--- config.mk ---
export PLATFORM = sky130hd
export DESIGN_NAME = image_checksum_xor_or_crc32_flat
export DESIGN_NICKNAME = d
export VERILOG_FILES = /design/src/hdl/icx_pkg.sv /design/src/hdl/icx_if.sv /design/src/hdl/image_checksum_xor_or_crc32.sv /design/src/flat_wrapper.sv
export SDC_FILE = /design/constraint.sdc
export NUM_CORES = 1
export LEC_CHECK = 0
export BUFFER_PORTS_ARGS = -buffer_cell sky130_fd_sc_hd__buf_4
export CORE_MARGIN = 5
export CORE_UTILIZATION = 26
export CTS_CLUSTER_SIZE = 8
export DETAILED_ROUTE_END_ITERATION = 8
export PLACE_DENSITY_LB_ADDON = 0.05
export SLEW_MARGIN = 30
export SYNTH_ARGS = -nofsm -noshare
export SYNTH_HDL_FRONTEND = slang
export SYNTH_SLANG_ARGS = --single-unit
--- constraint.sdc ---
create_clock -name clk -period 5.7 [get_ports clk]
set_input_delay 1.14 -clock clk [delete_from_list [all_inputs] [get_ports clk]]
set_output_delay 1.14 -clock clk [all_outputs]
set_load 0.01 [all_outputs]
--- src/hdl/icx_pkg.sv ---
`timescale 1ns / 1ps
// ---------------------------------------------------------------------------
// icx_pkg: shared types and functions for the image checksum block
// Checksum mode codes, the reflected CRC-32 byte step and the byte swap.
// ---------------------------------------------------------------------------
package icx_pkg;

    // Reflected CRC-32 polynomial
    localparam logic [31:0] CRC_POLY = 32'hEDB8_8320;

    // Bytes per stream word
    localparam int unsigned WORD_BYTES = 4;

    // Checksum mode register codes
    typedef enum logic {
        MODE_XOR = 1'b0,
        MODE_CRC = 1'b1
    } mode_t;

    // One byte through the reflected CRC, on the non-inverted register
    function automatic logic [31:0] crc_byte_step(input logic [31:0] crc,
                                                  input logic [7:0]  data);
        logic [31:0] c;
        c = crc ^ {24'd0, data};
        for (int k = 0; k < 8; k++)
        begin
            c = c[0] ? ((c >> 1) ^ CRC_POLY) : (c >> 1);
        end
        return c;
    endfunction

    // Reverse the byte order of a word
    function automatic logic [31:0] swap32(input logic [31:0] v);
        return {v[7:0], v[15:8], v[23:16], v[31:24]};
    endfunction

endpackage

--- src/hdl/icx_if.sv ---
`timescale 1ns / 1ps
// ---------------------------------------------------------------------------
// icx_if: request channels of the image checksum block
// Stream word input, checksum output and checksum mode write channel.
// ---------------------------------------------------------------------------

// Image word stream
interface icx_in_if;
    logic        valid;
    logic        ready;
    logic [31:0] data_word;
    logic [2:0]  byte_count;
    logic        last_item;

    modport source (output valid, output data_word, output byte_count,
                    output last_item, input ready);
    modport sink   (input valid, input data_word, input byte_count,
                    input last_item, output ready);
endinterface

// Finished checksum
interface icx_out_if;
    logic        valid;
    logic        ready;
    logic [31:0] checksum;

    modport source (output valid, output checksum, input ready);
    modport sink   (input valid, input checksum, output ready);
endinterface

// Checksum mode register write
interface icx_cfg_if;
    logic valid;
    logic ready;
    logic checksum_mode;

    modport source (output valid, output checksum_mode, input ready);
    modport sink   (input valid, input checksum_mode, output ready);
endinterface

--- src/hdl/image_checksum_xor_or_crc32.sv ---
`timescale 1ns / 1ps
// After the last word's request is taken, the result request is offered from the
// result register once the result slot is free. Throughput: one word per cycle, a
// last word waiting while the result slot is full; the input register, one unrolled
// four-byte CRC/XOR update and the result register form the whole path.
// Reset (rst_n low, asynchronous): running value cleared, mode set to XOR,
// all valid flags cleared.
// ---------------------------------------------------------------------------
// image_checksum_xor_or_crc32: streaming image checksum
// Word XOR (mode 0) or reflected CRC-32 over valid bytes (mode 1); the
// checksum is issued on the last word and the running value cleared.
// ---------------------------------------------------------------------------
module image_checksum_xor_or_crc32
    import icx_pkg::*;
(
    input  logic      clk,
    input  logic      rst_n,
    icx_cfg_if.sink   cfg,
    icx_in_if.sink    image,
    icx_out_if.source result
);

    // Input register
    logic        s1_valid_reg;
    logic [31:0] s1_word_reg;
    logic [2:0]  s1_count_reg;
    logic        s1_last_reg;

    // State and result register
    mode_t       mode_reg;
    logic [31:0] run_reg;
    logic        out_valid_reg;
    logic [31:0] out_sum_reg;

    logic        s1_fire;
    logic [31:0] sum_next;
    logic [31:0] crc_c;

    // Handshakes: a non-last word needs no result slot
    assign s1_fire     = s1_valid_reg &&
                         (!s1_last_reg || !out_valid_reg || result.ready);
    assign image.ready = !s1_valid_reg || s1_fire;
    assign cfg.ready   = 1'b1;

    assign result.valid    = out_valid_reg;
    assign result.checksum = out_sum_reg;

    // Mode register
    always_ff @(posedge clk or negedge rst_n)
    begin
        if (!rst_n)
            mode_reg <= MODE_XOR;
        else if (cfg.valid)
            mode_reg <= mode_t'(cfg.checksum_mode);
    end

    // Input register
    always_ff @(posedge clk or negedge rst_n)
    begin
        if (!rst_n)
            s1_valid_reg <= 1'b0;
        else if (image.ready)
            s1_valid_reg <= image.valid;
    end

    always_ff @(posedge clk)
    begin
        if (image.valid && image.ready)
        begin
            s1_word_reg  <= image.data_word;
            s1_count_reg <= image.byte_count;
            s1_last_reg  <= image.last_item;
        end
    end

    // Running value update: full-word XOR, or CRC over lanes below the count
    always_comb
    begin
        crc_c = ~run_reg;
        for (int i = 0; i < WORD_BYTES; i++)
        begin
            if (s1_count_reg > 3'(i))
                crc_c = crc_byte_step(crc_c, s1_word_reg[8*i +: 8]);
        end
        case (mode_reg)
            MODE_XOR: sum_next = (s1_count_reg >= 3'(WORD_BYTES)) ?
                                 (run_reg ^ s1_word_reg) : run_reg;
            MODE_CRC: sum_next = ~crc_c;
            default:  sum_next = run_reg;
        endcase
    end

    // Running value and result valid
    always_ff @(posedge clk or negedge rst_n)
    begin
        if (!rst_n)
        begin
            run_reg       <= 32'd0;
            out_valid_reg <= 1'b0;
        end
        else
        begin
            if (s1_fire)
                run_reg <= s1_last_reg ? 32'd0 : sum_next;

            if (s1_fire && s1_last_reg)
                out_valid_reg <= 1'b1;
            else if (result.ready)
                out_valid_reg <= 1'b0;
        end
    end

    // Result data: CRC goes out byte-swapped
    always_ff @(posedge clk)
    begin
        if (s1_fire && s1_last_reg)
            out_sum_reg <= (mode_reg == MODE_CRC) ? swap32(sum_next) : sum_next;
    end

endmodule

--- src/flat_wrapper.sv ---
// flat-port wrapper written by rule: the top's interface ports become plain ports
module image_checksum_xor_or_crc32_flat import icx_pkg::*;
  (clk, rst_n, cfg_valid, cfg_checksum_mode, cfg_ready, image_valid, image_data_word, image_byte_count, image_last_item, image_ready, result_valid, result_checksum, result_ready);
  icx_cfg_if cfg_i ();
  icx_in_if image_i ();
  icx_out_if result_i ();
  input  logic clk;
  input  logic rst_n;
  input wire logic [$bits(cfg_i.valid)-1:0] cfg_valid;
  input wire logic [$bits(cfg_i.checksum_mode)-1:0] cfg_checksum_mode;
  output wire logic [$bits(cfg_i.ready)-1:0] cfg_ready;
  input wire logic [$bits(image_i.valid)-1:0] image_valid;
  input wire logic [$bits(image_i.data_word)-1:0] image_data_word;
  input wire logic [$bits(image_i.byte_count)-1:0] image_byte_count;
  input wire logic [$bits(image_i.last_item)-1:0] image_last_item;
  output wire logic [$bits(image_i.ready)-1:0] image_ready;
  output wire logic [$bits(result_i.valid)-1:0] result_valid;
  output wire logic [$bits(result_i.checksum)-1:0] result_checksum;
  input wire logic [$bits(result_i.ready)-1:0] result_ready;
  assign cfg_i.valid = cfg_valid;
  assign cfg_i.checksum_mode = cfg_checksum_mode;
  assign cfg_ready = cfg_i.ready;
  assign image_i.valid = image_valid;
  assign image_i.data_word = image_data_word;
  assign image_i.byte_count = image_byte_count;
  assign image_i.last_item = image_last_item;
  assign image_ready = image_i.ready;
  assign result_valid = result_i.valid;
  assign result_checksum = result_i.checksum;
  assign result_i.ready = result_ready;
  image_checksum_xor_or_crc32 u_core (.clk(clk), .rst_n(rst_n), .cfg(cfg_i), .image(image_i), .result(result_i));
endmodule
==> results of run 1 <==
cells in the mapped netlist, types with 4 or more instances:
master	instances
a211o_1	4
xnor2_2	12
xnor2_1	149
xnor3_1	29
mux2_2	6
xor3_1	9
inv_1	13
clkbuf_1	47
dfrtp_1	35
nand3b_1	4
xor2_2	9
o31a_1	4
nor2b_1	6
mux2i_1	34
nor3_1	10
and2_1	6
nand2_1	107
edfxtp_1	68
a211oi_1	5
a21oi_1	97
xor2_1	83
o32ai_1	4
mux2i_4	4
xor2_4	4
o21ai_4	5
o21ai_0	81
nand3_1	7
o21ai_1	14
buf_2	6
o221ai_1	8
buf_4	4
o211ai_1	10
nor2_1	81
or3_1	4
xnor2_4	5
nand2b_1	11
buf_1	13
final timing paths:
path,from,end,slack [ns],depth (start not counted)
max in group asynchronous,rst_n,u_core.run_reg[1]$_DFFE_PN0P_,4.47,1
worst max register to register,u_core.s1_word_reg[0]$_DFFE_PP_,u_core.result.checksum[0]$_DFFE_PP_,0.15,16
worst min register to register,u_core.result.valid$_DFFE_PN0P_,u_core.result.valid$_DFFE_PN0P_,0.58,2
min in group asynchronous,rst_n,u_core.run_reg[13]$_DFFE_PN0P_,0.73,1
worst max-delay path,u_core.s1_word_reg[0]$_DFFE_PP_,u_core.result.checksum[0]$_DFFE_PP_,0.15,16
worst min-delay path,u_core.result.valid$_DFFE_PN0P_,u_core.result.valid$_DFFE_PN0P_,0.58,2
worst register-to-register path: cells and delay by family (launching register included):
kind | cells | cell delay [ns]
xor+xnor | 10 | 3.25
mux | 4 | 0.89
flops | 1 | 0.51
compound gates | 1 | 0.43
buf+inv | 1 | 0.22
layout make-up:
class	count	area, um2	area share [%]
Clock inverter	7	77.6	0.632
Inverter	13	48.8	0.397
Timing Repair Buffer	178	1350	11.0
Clock buffer	9	225	1.83
Sequential cell	103	2920	23.8
Multi-Input combinational cell	873	7010	57.1
Tap cell	518	648	5.28
routing by layer:
metal,track usage (%),vias up
met5,0,-
met4,5.13,0
met3,2.42,35
met2,33.9,208
met1,25.8,4076
li1,-,3925
metrics by stage:
step	utilization [%]	std cells
2_1_floorplan	-	1059
3_3_place_gp	30.5	1673
3_5_place_dp	30.5	1673
4_1_cts	31.4	1693
5_1_grt	31.8	1701
6_report	31.8	1701
kinds of logic after synthesis:
kind of cell | synth area share [%]
buffers and inverters | 3.29
flip-flops | 28.8
other | 0.0370
AO/OA/AOI/OAI | 16.4
AND/OR/NAND/NOR | 11.4
XOR/XNOR | 34.9
multiplexers | 5.18
what timing repair did:
item	4_1_cts	5_1_grt
setup buffers	4	8
endpoints found under the setup margin	21	21
gates resized for setup	5	13
pin swaps	1	5
==> impl_results.md, run 1 <==
- Antenna diodes: 0
- CP arrival: 5.68 ns
- Area leader, netlist: edfxtp_1
- FILL cells: 4044
- Post-synthesis cell area: 10100 um2
- Pre-CTS WS: -0.299 ns
- DRC Markers: 0
- Post-synth top area share: 20.1%
- Drt first pass iters: 6
- Status: finished, final reports clean
- Clock Path Buffers: 2
- Die X: 207 um
- Final count of negative-setup-slack endpoints: 0
- Routed wl met3: 1430 um
- Number of synthesized register bits: 103
- Post-route cell area: 12300 um2
- Largest net degree at the start of global routing: 78
- WL met2: 21200 um
- Initial Util: 26.2%
- Remaining antenna violation count after routing: 0
- GR Util All Layers: 19.5%
- CTS tree: done
- Die Y: 207 um
- DR vias/cell: 4.85
- Cell area after placement: 11800 um2
- CTS Root Cell: clkbuf_16
- First-pass GRT wire length: 61200 um
- Full die area: 43100 um2
- Netlist cell types: 77
- Total number of vias: 8244
- Dominant synthesized flop cell: edfxtp_1
- RSZ-0062 raised after global routing: no
- Minimum clock period: 5.55 ns
- Remaining Overflow, GRT: 0
- WP data required: 5.83 ns
- Initial antenna violation count: 1
- Top cells by area, synth: edfxtp_1, xnor2_1, dfrtp_1
- Synth Area per Inst: 9.58 um2
- Iter 0 DRT Violations: 650
- Clock Skew: 0.0115 ns
- Syn nets: 1101
- Area delta synth->final: 21.1%
- Most frequent cells in the layout: buf_4, xnor2_1, nand2_1
- CP Launch Type: flip-flop
- Final Wtd Congestion: 0.879
- Worst-margin pin slew: 0.901 ns
- Final Hold Fails: 0
- Clock sink count: 103
- DRT met1 WL: 19200 um
- Final #Nets: 1220
- Fmax: 180 MHz
- DR WL/cell: 25.1 um
- Post-synthesis sequential area ratio: 28.8%
- Core area: 38600 um2
- Layout cells sized above 1: 23.2%
- Buf/Inv on CP: 1
- WS Path Type: flip-flop to flip-flop
- Post-synth EDFFs: 68
- Top cell by count, worst path: xnor3_1
- Tcrit/Tclk final: 97.4%
- Cell Rows: 72
- Fin Setup TNS: 0 ns
- Worst-path clk slew: 0.08 ns
- Syn Inst Count: 1059
- CTS Hold Bufs: 0
- Most common cell after layout, fill and taps aside: buf_4
- Slowest-stage cell, CP: xnor3_1
- Cell family with most CP delay: XOR/XNOR gates
- DRT Wirelength: 42700 um
- Max FO, Critical Path: 5
- FFs w/ async S/R, synth: 34.0%
- Ports: 77
- YS warnings: 0
- Hold slack: 0.575 ns
- Setup ws final: 0.149 ns
- Hpwl dp: 33500 um
- Worst-path cell chain: xnor3_1 > xor2_1 > mux2i_2 > xor2_2 > buf_4 > xor2_1 > xnor3_1 > a221oi_4 > xnor3_1 > xnor2_1 > mux2i_1 > xnor3_2 > xnor2_2 > xnor2_1 > mux2i_2 > mux2i_1
- Setup crit end kind: flip-flop
- # port buffers: 75
- Critical path's largest stage delay: 0.54 ns
- Max Used Layer: met4
- MaxCap Viol Count: 0
- Hold Path Class: flip-flop to flip-flop
- Clock Latency Late Sink: 0.39 ns
- H-tree depth: 3
- TritonCTS Buffers: 9
- Fin. max-slew vios: 0
- Vias in the first global route: 8203
- Slew HR: 39.9%
Power of run 1 is left out: the tool's default activity adds up to more than one toggle a clock period on the data nets, which glitch-free logic cannot reach.
==> run 2: changes to the inputs <==
ABC_AREA = 1   (was not set)
CAP_MARGIN = 40   (was not set)
CTS_BUF_LIST = sky130_fd_sc_hd__clkbuf_4 sky130_fd_sc_hd__clkbuf_8 sky130_fd_sc_hd__clkbuf_16   (was not set)
==> impl_results.md, run 2 <==
- DR WL/cell: 23.2 um
- Remaining antenna violation count after routing: 0
- Critical path's largest stage delay: 0.52 ns
- Status: finished, final reports clean
- Full die area: 46000 um2
- Remaining Overflow, GRT: 0
- Fin. max-slew vios: 0
- Ports: 77
- Worst Setup EP: u_core.run_reg[27]$_DFFE_PN0P_
- Slowest-stage cell, CP: dfrtp_1
- Final #Nets: 1872
- MaxCap Viol Count: 0
- Drt first pass iters: 5
- Reg2reg end: u_core.run_reg[27]$_DFFE_PN0P_
- Number of synthesized register bits: 103
- H-tree depth: 3
- Post-CTS sizing: 0
- YS warnings: 0
- R2R depth: 33
- Worst-margin pin slew: 0.955 ns
- CTS Root Cell: clkbuf_16
- Slew HR: 35.7%
- CTS tree: done
- Top cells by area, synth: nand2_1, edfxtp_1, nand3_1
- Dominant synthesized flop cell: edfxtp_1
- Clock Latency Late Sink: 0.40 ns
- Worst-path clk slew: 0.09 ns
- Top cell by count, worst path: nand2_1
- Fmax: 196 MHz
- Final Wtd Congestion: 0.939
- Final count of negative-setup-slack endpoints: 0
- Synth Area per Inst: 6.13 um2
- DR vias/cell: 5.01
- CP startpoint: u_core.run_reg[6]$_DFFE_PN0P_
- Syn Inst Count: 1773
- Area leader, netlist: nand2_1
- Post-synthesis cell area: 10900 um2
- Minimum clock period: 5.10 ns
- Netlist cell types: 43
- CP Launch Type: flip-flop
- Antenna diodes: 0
- RR Startpoint: u_core.run_reg[6]$_DFFE_PN0P_
- Initial Util: 26.1%
- # port buffers: 75
- Post-CTS setup repair buffer count: 0
- Tcrit/Tclk final: 89.5%
- GR Util All Layers: 23.4%
- First-pass GRT wire length: 78700 um
- Vias in the first global route: 10844
- Total number of vias: 11902
- Hold Path Class: flip-flop to flip-flop
- Area delta synth->final: 13.4%
- Post-synthesis sequential area ratio: 26.8%
- Layout cells sized above 1: 14.1%
- WS Path Type: flip-flop to flip-flop
- Most common cell after layout, fill and taps aside: nand2_1
- Clock Skew: 0.0118 ns
- Die X: 215 um
- RSZ-0062 raised after global routing: no
- Core area: 41700 um2
- CTS Hold Bufs: 0
- DRC Markers: 0
- FFs w/ async S/R, synth: 34.0%
- Count leader, synth: nand2_1
- Final Hold Fails: 0
- Syn nets: 1815
- Clock sink count: 103
- Setup crit end kind: flip-flop
- Initial antenna violation count: 0
- Fin util: 29.6%
- TritonCTS Buffers: 9
- Largest net degree at the start of global routing: 66
- Post-synth EDFFs: 68
- Iter 0 DRT Violations: 978
- Clock Path Buffers: 2
- Post-synth top area share: 26.6%
- Most frequent cells in the layout: nand2_1, nand3_1, inv_1
- Fin Setup TNS: 0 ns
- Die Y: 215 um
- Max FO, Critical Path: 9
- WP data required: 6.02 ns
- Hpwl dp: 44100 um
- DRT Wirelength: 55100 um
- Synth top cells by count: nand2_1, nand3_1, inv_1, o21ai_0, nand2_2
- Cell Rows: 75
- R2r setup slk: 0.60 ns
- CP arrival: 5.42 ns
-- run 2: layout make-up --
class / count / area (um2)
Clock buffer: 9 / 225
Clock inverter: 7 / 71.3
Timing Repair Buffer: 94 / 702
Fill cell: 4715 / 29300
Inverter: 138 / 526
Sequential cell: 103 / 2920
Multi-Input combinational cell: 1484 / 7220
Tap cell: 539 / 674
-- run 2: per-stage QoR --
step	instance area [um2]	hold WS, ns	instances	setup WS (ns)
2_1_floorplan	10900	0.471	1773	2.41
3_3_place_gp	12000	0.524	2354	0.618
3_5_place_dp	12000	0.520	2356	0.704
4_1_cts	12300	0.549	2372	0.642
5_1_grt	12300	0.588	2374	0.324
6_report	12300	0.548	2374	0.600
-- run 2: kinds of logic after synthesis --
logic type / after synthesis / synth area share, %
and+or+nand+nor: 1202 / 49.2
other: 1 / 0.0345
AOI/OAI and AO/OA: 189 / 9.18
DFF: 103 / 26.8
xor gates and xnor gates: 92 / 7.75
buffers and inverters: 186 / 6.97
-- run 2: how the worst min path moves through the flow --
stage / startpoint / end / slack [ns] / depth (start not counted)
after CTS: u_core.run_reg[22]$_DFFE_PN0P_ / u_core.run_reg[22]$_DFFE_PN0P_ / 0.55 / 2
after global routing: u_core.run_reg[22]$_DFFE_PN0P_ / u_core.run_reg[22]$_DFFE_PN0P_ / 0.59 / 2
after floorplan: u_core.run_reg[14]$_DFFE_PN0P_ / u_core.run_reg[14]$_DFFE_PN0P_ / 0.47 / 2
after global placement: u_core.run_reg[22]$_DFFE_PN0P_ / u_core.run_reg[22]$_DFFE_PN0P_ / 0.52 / 2
after detailed placement: u_core.run_reg[22]$_DFFE_PN0P_ / u_core.run_reg[22]$_DFFE_PN0P_ / 0.52 / 2
final: u_core.run_reg[22]$_DFFE_PN0P_ / u_core.run_reg[22]$_DFFE_PN0P_ / 0.55 / 2
-- run 2: worst max-delay path, delay by kind of cell, from the launching register on --
family                 cells  cell delay, ns
DFF                        1            0.52
AOI/OAI and AO/OA          2            0.30
buffers and inverters      2            0.47
and+or+nand+nor           29            3.70
-- run 2: metal layers --
layer | GRT usage, % | up-vias | wire length [um]
met5 | 0 | - | 0
met4 | 6.89 | 0 | 1490
met3 | 3.09 | 53 | 2590
met2 | 36.9 | 385 | 24400
met1 | 33.4 | 5621 | 26600
li1 | - | 5843 | -
Power of run 2 is left out for the same reason.
